[src/hw/rtl/idf_pkg.sv]
// shared types and constants of the image deglitch filter
`timescale 1ns / 1ps

package idf_pkg;

    // configuration register indexes
    localparam int CFG_INDEX_W = 2;
    localparam int CFG_DATA_W  = 8;
    localparam logic [CFG_INDEX_W-1:0] CFG_ROWS      = 2'd0;
    localparam logic [CFG_INDEX_W-1:0] CFG_COLS      = 2'd1;
    localparam logic [CFG_INDEX_W-1:0] CFG_THRESHOLD = 2'd2;

    localparam int SIZE_REG_W   = 6;
    localparam int THRESH_REG_W = 8;

    localparam logic [SIZE_REG_W-1:0]   ROWS_RESET   = 6'd20;
    localparam logic [SIZE_REG_W-1:0]   COLS_RESET   = 6'd30;
    localparam logic [THRESH_REG_W-1:0] THRESH_RESET = 8'd1;

    // stream field widths
    localparam int PIXEL_FIELD_W = 8;
    localparam int ROW_FIELD_W   = 5;
    localparam int COL_FIELD_W   = 5;
    localparam int S_TDATA_W     = 8;
    localparam int M_TDATA_W     = 24;

    // controller to datapath
    typedef struct packed {
        logic take;   // item accepted this cycle
        logic read;   // line store read
        logic calc;   // neighbor compare and sum
        logic div;    // average and select
        logic emit;   // result loaded into output register
        logic flush;  // working on the final row
    } idf_cmd_t;

    // datapath to controller
    typedef struct packed {
        logic first_row;   // incoming item belongs to row 0
        logic frame_end;   // current item closes the frame
        logic flush_last;  // current column is the last one
        logic out_free;    // output register can take a result
    } idf_status_t;

endpackage

[src/hw/rtl/image_deglitch_filter.sv]
// top level of the image deglitch filter: configuration registers, controller, datapath
`timescale 1ns / 1ps

// channel   direction  signals                          item
// s_        in         s_tvalid s_tready s_tdata        one raw pixel in raster order
// m_        out        m_tvalid m_tready m_tdata        one filtered pixel with row and column
//                      m_tlast m_tuser
// cfg_      in         cfg_valid cfg_ready cfg_index    one register write
//                      cfg_data
//
// a pixel of row 0 is only accepted; any other pixel steps through accept, line store
// read, neighbor compare and sum, average and output load on the shared filter path
// the last pixel of a frame adds a read to output load pass per final row column, same path
// a stalled output holds the controller in the output load step; input waits meanwhile
// reset clears counters, left neighbor and output valid; line stores are not cleared
// configuration writes are taken in any cycle, ready is always high

module image_deglitch_filter
#(
    parameter int MAX_COLS   = 32,
    parameter int MAX_ROWS   = 32,
    parameter int PIXEL_BITS = 8
)
(
    input  logic                              clk,
    input  logic                              rst_n,
    // [7:0] in_pixel
    input  logic [idf_pkg::S_TDATA_W-1:0]     s_tdata,
    input  logic                              s_tvalid,
    output logic                              s_tready,
    // [7:0] out_pixel, [12:8] out_row, [17:13] out_col, [23:18] zero
    output logic [idf_pkg::M_TDATA_W-1:0]     m_tdata,
    output logic                              m_tvalid,
    input  logic                              m_tready,
    output logic                              m_tlast,   // last_in_run
    // [0] frame_done
    output logic [0:0]                        m_tuser,
    input  logic                              cfg_valid,
    output logic                              cfg_ready,
    input  logic [idf_pkg::CFG_INDEX_W-1:0]   cfg_index,
    input  logic [idf_pkg::CFG_DATA_W-1:0]    cfg_data
);

    localparam int CW = $clog2(MAX_COLS+1);
    localparam int RW = $clog2(MAX_ROWS+1);

    logic [idf_pkg::SIZE_REG_W-1:0]   rows_reg;
    logic [idf_pkg::SIZE_REG_W-1:0]   cols_reg;
    logic [idf_pkg::THRESH_REG_W-1:0] thresh_reg;
    logic [RW-1:0]                    erows;
    logic [CW-1:0]                    ecols;

    idf_pkg::idf_cmd_t    cmd;
    idf_pkg::idf_status_t sts;

    assign cfg_ready = 1'b1;

    // register file, unknown indexes are dropped
    always_ff @(posedge clk or negedge rst_n)
    begin
        if (!rst_n)
        begin
            rows_reg   <= idf_pkg::ROWS_RESET;
            cols_reg   <= idf_pkg::COLS_RESET;
            thresh_reg <= idf_pkg::THRESH_RESET;
        end
        else if (cfg_valid && cfg_ready)
        begin
            case (cfg_index)
                idf_pkg::CFG_ROWS:      rows_reg   <= cfg_data[idf_pkg::SIZE_REG_W-1:0];
                idf_pkg::CFG_COLS:      cols_reg   <= cfg_data[idf_pkg::SIZE_REG_W-1:0];
                idf_pkg::CFG_THRESHOLD: thresh_reg <= cfg_data[idf_pkg::THRESH_REG_W-1:0];
                default: ;
            endcase
        end
    end

    // frame sizes saturated to two up to the build limits
    always_comb
    begin
        if (rows_reg < 6'd2)
            erows = RW'(2);
        else if (32'(rows_reg) > MAX_ROWS)
            erows = RW'(MAX_ROWS);
        else
            erows = RW'(rows_reg);

        if (cols_reg < 6'd2)
            ecols = CW'(2);
        else if (32'(cols_reg) > MAX_COLS)
            ecols = CW'(MAX_COLS);
        else
            ecols = CW'(cols_reg);
    end

    idf_ctrl u_ctrl
    (
        .clk      (clk),
        .rst_n    (rst_n),
        .s_tvalid (s_tvalid),
        .s_tready (s_tready),
        .sts      (sts),
        .cmd      (cmd)
    );

    idf_datapath
    #(
        .MAX_COLS   (MAX_COLS),
        .MAX_ROWS   (MAX_ROWS),
        .PIXEL_BITS (PIXEL_BITS)
    )
    u_datapath
    (
        .clk       (clk),
        .rst_n     (rst_n),
        .cmd       (cmd),
        .sts       (sts),
        .erows     (erows),
        .ecols     (ecols),
        .threshold (thresh_reg),
        .s_tdata   (s_tdata),
        .m_tvalid  (m_tvalid),
        .m_tready  (m_tready),
        .m_tdata   (m_tdata),
        .m_tlast   (m_tlast),
        .m_tuser   (m_tuser)
    );

    // a result is only loaded when the output register has room
    a_emit_room: assert property (@(posedge clk) disable iff (!rst_n)
        cmd.emit |-> sts.out_free)
        else $error("result loaded into a full output register");

    // the final row is never in progress while input is open
    a_no_flush_idle: assert property (@(posedge clk) disable iff (!rst_n)
        s_tready |-> !cmd.flush)
        else $error("input open during final row flush");

    // a pixel beyond row 0 closes the input until its result is out
    a_busy_after_take: assert property (@(posedge clk) disable iff (!rst_n)
        (cmd.take && !sts.first_row) |=> !s_tready)
        else $error("input reopened while a pixel is in the filter");

    // the last column of the flush hands back to idle
    a_flush_ends: assert property (@(posedge clk) disable iff (!rst_n)
        (cmd.emit && cmd.flush && sts.flush_last) |=> s_tready)
        else $error("flush did not return to idle");

endmodule

[src/hw/rtl/idf_ctrl.sv]
// controller state machine of the image deglitch filter
`timescale 1ns / 1ps

module idf_ctrl
(
    input  logic                 clk,
    input  logic                 rst_n,
    input  logic                 s_tvalid,
    output logic                 s_tready,
    input  idf_pkg::idf_status_t sts,
    output idf_pkg::idf_cmd_t    cmd
);

    typedef enum logic [4:0] {
        ST_IDLE = 5'b00001,
        ST_READ = 5'b00010,
        ST_CALC = 5'b00100,
        ST_DIV  = 5'b01000,
        ST_EMIT = 5'b10000
    } state_t;

    state_t state_reg, state_next;
    logic   flush_reg, flush_next;

    always_comb
    begin
        state_next = state_reg;
        flush_next = flush_reg;
        s_tready   = (state_reg == ST_IDLE);
        cmd.take   = s_tready && s_tvalid;
        cmd.read   = (state_reg == ST_READ);
        cmd.calc   = (state_reg == ST_CALC);
        cmd.div    = (state_reg == ST_DIV);
        cmd.emit   = (state_reg == ST_EMIT) && sts.out_free;
        cmd.flush  = flush_reg;
        case (state_reg)
            ST_IDLE:
            begin
                if (s_tvalid)
                begin
                    // row 0 only fills the line store
                    state_next = sts.first_row ? ST_IDLE : ST_READ;
                end
            end
            ST_READ: state_next = ST_CALC;
            ST_CALC: state_next = ST_DIV;
            ST_DIV:  state_next = ST_EMIT;
            ST_EMIT:
            begin
                if (sts.out_free)
                begin
                    if (flush_reg)
                    begin
                        if (sts.flush_last)
                        begin
                            flush_next = 1'b0;
                            state_next = ST_IDLE;
                        end
                        else
                        begin
                            state_next = ST_READ;
                        end
                    end
                    else if (sts.frame_end)
                    begin
                        flush_next = 1'b1;
                        state_next = ST_READ;
                    end
                    else
                    begin
                        state_next = ST_IDLE;
                    end
                end
            end
            default: state_next = ST_IDLE;
        endcase
    end

    always_ff @(posedge clk or negedge rst_n)
    begin
        if (!rst_n)
        begin
            state_reg <= ST_IDLE;
            flush_reg <= 1'b0;
        end
        else
        begin
            state_reg <= state_next;
            flush_reg <= flush_next;
        end
    end

endmodule

[src/hw/rtl/idf_datapath.sv]
// datapath of the image deglitch filter: counters, line stores, filter, output register
`timescale 1ns / 1ps

module idf_datapath
#(
    parameter int MAX_COLS   = 32,
    parameter int MAX_ROWS   = 32,
    parameter int PIXEL_BITS = 8
)
(
    input  logic                                    clk,
    input  logic                                    rst_n,
    input  idf_pkg::idf_cmd_t                       cmd,
    output idf_pkg::idf_status_t                    sts,
    input  logic [$clog2(MAX_ROWS+1)-1:0]           erows,
    input  logic [$clog2(MAX_COLS+1)-1:0]           ecols,
    input  logic [idf_pkg::THRESH_REG_W-1:0]        threshold,
    input  logic [idf_pkg::S_TDATA_W-1:0]           s_tdata,
    output logic                                    m_tvalid,
    input  logic                                    m_tready,
    output logic [idf_pkg::M_TDATA_W-1:0]           m_tdata,
    output logic                                    m_tlast,
    output logic [0:0]                              m_tuser
);

    localparam int AW  = $clog2(MAX_COLS);
    localparam int CW  = $clog2(MAX_COLS+1);
    localparam int RW  = $clog2(MAX_ROWS+1);
    localparam int PW  = PIXEL_BITS;
    localparam int IN_W = (PW > idf_pkg::PIXEL_FIELD_W) ? PW : idf_pkg::PIXEL_FIELD_W;
    localparam int TW  = (PW > idf_pkg::THRESH_REG_W) ? PW : idf_pkg::THRESH_REG_W;
    localparam int ROWX = (RW > idf_pkg::ROW_FIELD_W) ? RW : idf_pkg::ROW_FIELD_W;
    localparam int COLX = (AW > idf_pkg::COL_FIELD_W) ? AW : idf_pkg::COL_FIELD_W;
    localparam int SUM_BITS   = PW + 2;
    localparam int DIV3_SHIFT = SUM_BITS + 2;
    localparam int DIV3_MULT  = ((1 << DIV3_SHIFT) + 2) / 3;
    localparam int PROD_BITS  = SUM_BITS + DIV3_SHIFT;
    localparam int PAD_W = idf_pkg::M_TDATA_W - idf_pkg::PIXEL_FIELD_W
                         - idf_pkg::ROW_FIELD_W - idf_pkg::COL_FIELD_W;

    // frame position counters
    logic [CW-1:0] col_count_reg;
    logic [RW-1:0] row_count_reg;
    logic [CW-1:0] col_wrap;
    logic [RW-1:0] row_wrap;
    logic          item_frame_end;

    // current item
    logic [PW-1:0] px_in;
    logic [IN_W-1:0] px_wide;
    logic [PW-1:0] px_reg;
    logic [RW-1:0] row_reg;
    logic [AW-1:0] col_reg;
    logic          frame_end_reg;
    logic          flush_last;

    // line stores
    logic [PW-1:0] raw_mem  [MAX_COLS];
    logic [PW-1:0] filt_mem [MAX_COLS];
    logic          raw_we;
    logic [AW-1:0] raw_waddr;
    logic [PW-1:0] raw_wdata;
    logic [AW-1:0] right_addr;
    logic [PW-1:0] center_reg, right_reg, up_reg;

    // filter
    logic [PW-1:0]       left_reg;
    logic [PW-1:0]       nb      [4];
    logic                nb_ok   [4];
    logic [PW-1:0]       diff    [4];
    logic                any_close;
    logic [SUM_BITS-1:0] sum;
    logic [2:0]          count;
    logic                keep_reg;
    logic [SUM_BITS-1:0] sum_reg;
    logic [2:0]          count_reg;
    logic [PROD_BITS-1:0] prod;
    logic [SUM_BITS-1:0] quot;
    logic [PW-1:0]       v_reg;

    // output register
    logic                               out_valid_reg;
    logic [idf_pkg::PIXEL_FIELD_W-1:0]  out_pix_reg;
    logic [idf_pkg::ROW_FIELD_W-1:0]    out_row_reg;
    logic [idf_pkg::COL_FIELD_W-1:0]    out_col_reg;
    logic                               out_last_reg;
    logic                               out_done_reg;
    logic [IN_W-1:0]                    v_wide;
    logic [RW-1:0]                      row_emit;
    logic [ROWX-1:0]                    row_wide;
    logic [COLX-1:0]                    col_wide;

    assign px_wide = IN_W'(s_tdata);
    assign px_in   = px_wide[PW-1:0];

    // position of the incoming item, with wrap for sizes changed mid-frame
    always_comb
    begin
        col_wrap = col_count_reg;
        row_wrap = row_count_reg;
        if (col_count_reg >= ecols)
        begin
            col_wrap = '0;
            row_wrap = row_count_reg + RW'(1);
        end
        if (row_wrap >= erows)
        begin
            row_wrap = '0;
        end
        item_frame_end = (row_wrap == erows - RW'(1)) && (col_wrap == ecols - CW'(1));
    end

    assign flush_last = (CW'(col_reg) + CW'(1)) == ecols;

    assign sts.first_row  = (row_wrap == '0);
    assign sts.frame_end  = frame_end_reg;
    assign sts.flush_last = flush_last;
    assign sts.out_free   = !out_valid_reg || m_tready;

    always_ff @(posedge clk or negedge rst_n)
    begin
        if (!rst_n)
        begin
            col_count_reg <= '0;
            row_count_reg <= '0;
            left_reg      <= '0;
        end
        else
        begin
            if (cmd.take)
            begin
                col_count_reg <= item_frame_end ? '0 : col_wrap + CW'(1);
                row_count_reg <= item_frame_end ? '0 : row_wrap;
            end
            if (cmd.emit)
            begin
                left_reg <= v_reg;
            end
        end
    end

    // item registers; the column steps through the last row during the flush
    always_ff @(posedge clk)
    begin
        if (cmd.take)
        begin
            px_reg        <= px_in;
            row_reg       <= row_wrap;
            col_reg       <= col_wrap[AW-1:0];
            frame_end_reg <= item_frame_end;
        end
        else if (cmd.emit)
        begin
            if (cmd.flush)
            begin
                col_reg <= col_reg + AW'(1);
            end
            else if (frame_end_reg)
            begin
                col_reg <= '0;
            end
        end
    end

    assign raw_we    = (cmd.take && sts.first_row) || (cmd.emit && !cmd.flush);
    assign raw_waddr = cmd.take ? col_wrap[AW-1:0] : col_reg;
    assign raw_wdata = cmd.take ? px_in : px_reg;
    assign right_addr = (32'(col_reg) == MAX_COLS - 1) ? col_reg : col_reg + AW'(1);

    always_ff @(posedge clk)
    begin
        if (raw_we)
        begin
            raw_mem[raw_waddr] <= raw_wdata;
        end
        if (cmd.emit)
        begin
            filt_mem[col_reg] <= v_reg;
        end
        if (cmd.read)
        begin
            center_reg <= raw_mem[col_reg];
            right_reg  <= raw_mem[right_addr];
            up_reg     <= filt_mem[col_reg];
        end
    end

    // neighbors: up (filtered), down (raw), left (filtered), right (raw)
    always_comb
    begin
        nb[0] = up_reg;
        nb[1] = px_reg;
        nb[2] = left_reg;
        nb[3] = right_reg;
        nb_ok[0] = cmd.flush || (row_reg >= RW'(2));
        nb_ok[1] = !cmd.flush;
        nb_ok[2] = (col_reg != '0);
        nb_ok[3] = (CW'(col_reg) + CW'(1)) < ecols;
        any_close = 1'b0;
        sum       = '0;
        count     = '0;
        for (int k = 0; k < 4; k++)
        begin
            diff[k] = (center_reg > nb[k]) ? center_reg - nb[k] : nb[k] - center_reg;
            if (nb_ok[k])
            begin
                if (TW'(diff[k]) <= TW'(threshold))
                begin
                    any_close = 1'b1;
                end
                sum   = sum + SUM_BITS'(nb[k]);
                count = count + 3'd1;
            end
        end
    end

    // truncated average, divide by three through a reciprocal
    assign prod = PROD_BITS'(sum_reg) * PROD_BITS'(DIV3_MULT);

    always_comb
    begin
        case (count_reg)
            3'd2:    quot = sum_reg >> 1;
            3'd3:    quot = SUM_BITS'(prod >> DIV3_SHIFT);
            3'd4:    quot = sum_reg >> 2;
            default: quot = sum_reg;
        endcase
    end

    always_ff @(posedge clk)
    begin
        if (cmd.calc)
        begin
            keep_reg  <= any_close;
            sum_reg   <= sum;
            count_reg <= count;
        end
        if (cmd.div)
        begin
            v_reg <= keep_reg ? center_reg : quot[PW-1:0];
        end
    end

    assign v_wide   = IN_W'(v_reg);
    assign row_emit = cmd.flush ? row_reg : row_reg - RW'(1);
    assign row_wide = ROWX'(row_emit);
    assign col_wide = COLX'(col_reg);

    always_ff @(posedge clk or negedge rst_n)
    begin
        if (!rst_n)
        begin
            out_valid_reg <= 1'b0;
        end
        else if (cmd.emit)
        begin
            out_valid_reg <= 1'b1;
        end
        else if (m_tready)
        begin
            out_valid_reg <= 1'b0;
        end
    end

    always_ff @(posedge clk)
    begin
        if (cmd.emit)
        begin
            out_pix_reg  <= v_wide[idf_pkg::PIXEL_FIELD_W-1:0];
            out_row_reg  <= row_wide[idf_pkg::ROW_FIELD_W-1:0];
            out_col_reg  <= col_wide[idf_pkg::COL_FIELD_W-1:0];
            out_last_reg <= cmd.flush ? flush_last : !frame_end_reg;
            out_done_reg <= cmd.flush && flush_last;
        end
    end

    assign m_tvalid   = out_valid_reg;
    assign m_tdata    = {{PAD_W{1'b0}}, out_col_reg, out_row_reg, out_pix_reg};
    assign m_tlast    = out_last_reg;
    assign m_tuser[0] = out_done_reg;

endmodule

[config.mk]
export PLATFORM = sky130hd
export DESIGN_NAME = image_deglitch_filter
export DESIGN_NICKNAME = d
export VERILOG_FILES = /design/src/hw/rtl/idf_pkg.sv /design/src/hw/rtl/image_deglitch_filter.sv /design/src/hw/rtl/idf_ctrl.sv /design/src/hw/rtl/idf_datapath.sv
export SDC_FILE = /design/constraint.sdc
export NUM_CORES = 1
export LEC_CHECK = 0
export BUFFER_PORTS_ARGS = -buffer_cell sky130_fd_sc_hd__buf_2
export CELL_PAD_IN_SITES_DETAIL_PLACEMENT = 1
export CELL_PAD_IN_SITES_GLOBAL_PLACEMENT = 1
export CORE_MARGIN = 2
export CORE_UTILIZATION = 54
export DETAILED_ROUTE_END_ITERATION = 12
export PLACE_DENSITY = 0.8
export REMOVE_ABC_BUFFERS = 1
export SYNTH_ARGS = -nofsm -noshare
export SYNTH_HDL_FRONTEND = slang
export SYNTH_SLANG_ARGS = --single-unit
[constraint.sdc]
create_clock -name clk -period 6.5 [get_ports clk]
set_input_delay 1.3 -clock clk [delete_from_list [all_inputs] [get_ports clk]]
set_output_delay 1.3 -clock clk [all_outputs]
set_load 0.05 [all_outputs]
==> impl_metrics.ini <==
[job]
max_cap_violations = 0

[route]
drc = 0
drt-wirelength-per-cell_um = 31.0
drtAntennaViolNets = 0
drt-total-wl_um = 101000
drtPass1Iterations = 7
vias = 21906
drtIter0Drc = 2201
viasPerCell = 6.69

[synthesis]
synth_cell_type_count = 88
synth_flop_cell = edfxtp_1
syn_inst = 2315
synthArstFlopShare = 0.0729
yosys_warnings = 0
syn_area_um2 = 34200
synth_edf_count = 590
postSynthAreaPerCell_um2 = 14.8
ys_seq_elements = 645
ys_seq_area_frac = 0.557

[timing]
rsz0062_at_grt = no
hold_viol_final = 0
worst_slew_pin_slew_ns = 1.28
hold_slack_ns = 0.508
slew_violations = 0
finClkSkew_ns = 0.0301
max_slew_margin = 0.142
setup_viol = 0
setup_ws_ns = 0.340
setup_tns_ns = 0
period_share = 0.948
fin_crit_ns = 6.16
max_clock_freq_ghz = 0.162

[setup_path]
ff2ff_setup_slack_ns = 0.34
timing.rr.start = cols_reg[2]$_DFFE_PN1P_
ff2ff_path_depth = 16
cp_max_fo = 17
critPathKind = register to register
worstSetupEndpointType = register
r2r-end = u_datapath.raw_mem[3][6]$_DFFE_PP_
cp.arrival_ns = 6.39
cp-start-kind = register
worstPathRequired_ns = 6.73

[clocking]
clockBufferDepth = 3
clkLatencyLatePin_ns = 0.63
cts-root-buf = clkbuf_16
cts.sinks = 645
htree_num_levels = 3
cts_setup_buffers = 0
clk_pin_slew_ns = 0.06
ctsHoldBuffers = 0
cts_tree = built
cts_buffers = 70
cts_resized = 0

[die]
start_util = 0.544
dieArea_um2 = 65400
die_w_um = 256
die_y_um = 256
rows = 92
io_pins = 52
core_um2 = 62900

[status]
run_status = complete, no violations

[finish]
final_cells = 3273
fin_util = 0.603
area_delta_synth_final_pct = 10.8
drive_gt1_frac = 0.209
fin_area_um2 = 37900
nets = 2638

[global_routing]
grt_overflow_total = 0
track_usage = 0.312
grt_pass1_wl_um = 152000
grt_pass1_vias = 23132
grt_max_degree = 107
antenna_found_initial = 3

[pwr]
peakVddDrop_v = 0.000287
p_leak_nw = 13.7
p_per_area_nw_per_um2 = 459
p_total_mw = 17.4

[place]
io_buffers = 44
hpwl_um = 68800
place_congestion = 0.946
dp_worst_setup_slack_ns = 0.459
dpl_cell_area_um2 = 35600
placed_cells = 3152

[min_path]
hold_path_class = register to register
min_path_cells = 1
min_from = thresh_reg[3]$_DFFE_PN0P_
holdPathEnd = thresh_reg[3]$_DFFE_PN0P_
==> cells in the final DEF, fill, tap and decap left out, drive strengths merged, types with 8 or more instances in the layout <==
master and instances:
ha 205, o21ai 93, buf 90, a22oi 69, dfxtp 8, nand4 29, o31ai 10, nand2 108
o22ai 15, a211oi 9, inv 164, xnor2 46, nor2b 18, dfstp 8, a31oi 9, mux2 47
edfxtp 590, a21o 37, nand2b 15, clkbuf 81, mux2i 32, o21a 13, bufinv 9, xor2 25
nor2 136, nand3 26, fa 32, dfrtp 39, a21oi 80, clkinv 18, nor3 20, o21bai 13
mux4 208, or3 13, and3 10
==> worst max path at each step <==
stage | start | to | slack (ns) | depth (start not counted)
final | cols_reg[2]$_DFFE_PN1P_ | u_datapath.raw_mem[3][6]$_DFFE_PP_ | 0.34 | 16
after global routing | cols_reg[2]$_DFFE_PN1P_ | u_datapath.raw_mem[13][0]$_DFFE_PP_ | 0.04 | 16
after CTS | cols_reg[2]$_DFFE_PN1P_ | u_datapath.raw_mem[3][6]$_DFFE_PP_ | 0.43 | 16
after detailed placement | cols_reg[2]$_DFFE_PN1P_ | u_datapath.raw_mem[3][1]$_DFFE_PP_ | 0.46 | 16
after global placement | cols_reg[2]$_DFFE_PN1P_ | u_datapath.raw_mem[3][1]$_DFFE_PP_ | 0.75 | 16
after floorplan | u_datapath.col_reg[1]$_DFFE_PP_ | u_datapath.right_reg[0]$_DFFE_PP_ | -3.72 | 4
==> cell usage after synthesis (31+ instances only) <==
cell | number | area, um^2
o21ai_0 | 81 | 405
dfrtp_1 | 39 | 976
a21oi_1 | 78 | 390
edfxtp_1 | 590 | 17700
nor2_1 | 135 | 507
fa_1 | 32 | 641
mux2_2 | 47 | 529
mux4_2 | 208 | 4680
clkbuf_1 | 62 | 233
xnor2_1 | 44 | 385
ha_1 | 205 | 2560
mux2i_1 | 31 | 310
a21o_1 | 37 | 278
inv_1 | 155 | 582
nand2_1 | 108 | 405
a22oi_1 | 69 | 518
==> kinds of logic after synthesis <==
| kind of cell | Yosys count | share of synthesized area |
|---|---|---|
| flops | 645 | 0.557 |
| simple gates | 416 | 0.0592 |
| compound gates | 396 | 0.0785 |
| mux | 287 | 0.162 |
| buf+inv | 261 | 0.0303 |
| fa+ha+maj | 237 | 0.0937 |
| xor+xnor | 71 | 0.0186 |
| other cells | 2 | 0.000220 |
==> power breakdown <==
group | switching, mW | leakage (nW) | total (mW) | internal, mW
combinational | 4.70 | 6.58 | 7.87 | 3.17
sequential | 0.291 | 5.95 | 5.44 | 5.14
clock | 1.70 | 1.12 | 4.08 | 2.38
==> per-layer routing <==
layer	vias to the layer above	share of wire	routed length [um]	global-route usage
li1	9130	-	-	-
met3	259	0.082	8280	0.0510
met2	1142	0.49	49600	0.515
met4	0	0.045	4580	0.133
met1	11375	0.38	39000	0.414
met5	-	0	0	0
==> critical path: stages (launching register included) <==
cell and delay, ns:
dfstp_2 0.41, or4_1 0.51, and3_4 0.22, ha_1 0.31, nor2b_4 0.14, o21ai_4 0.10, a221oi_4 0.70, or4_4 0.26
and2_1 0.17, inv_1 0.05, ha_1 0.34, and3_1 0.22, a221o_1 0.49, a41oi_2 0.21, o32ai_2 0.63, nand2_1 0.30
nor2_1 0.68
==> area by class of cell <==
type,count,area (um^2)
Timing Repair Buffer,90,591
Inverter,157,589
Multi-Input combinational cell,1414,14300
Antenna cell,1,2.50
Sequential cell,645,19100
Clock inverter,39,503
Tap cell,846,1060
Fill cell,5837,25000
Clock buffer,81,1810
(Power assumes the default switching activity.)
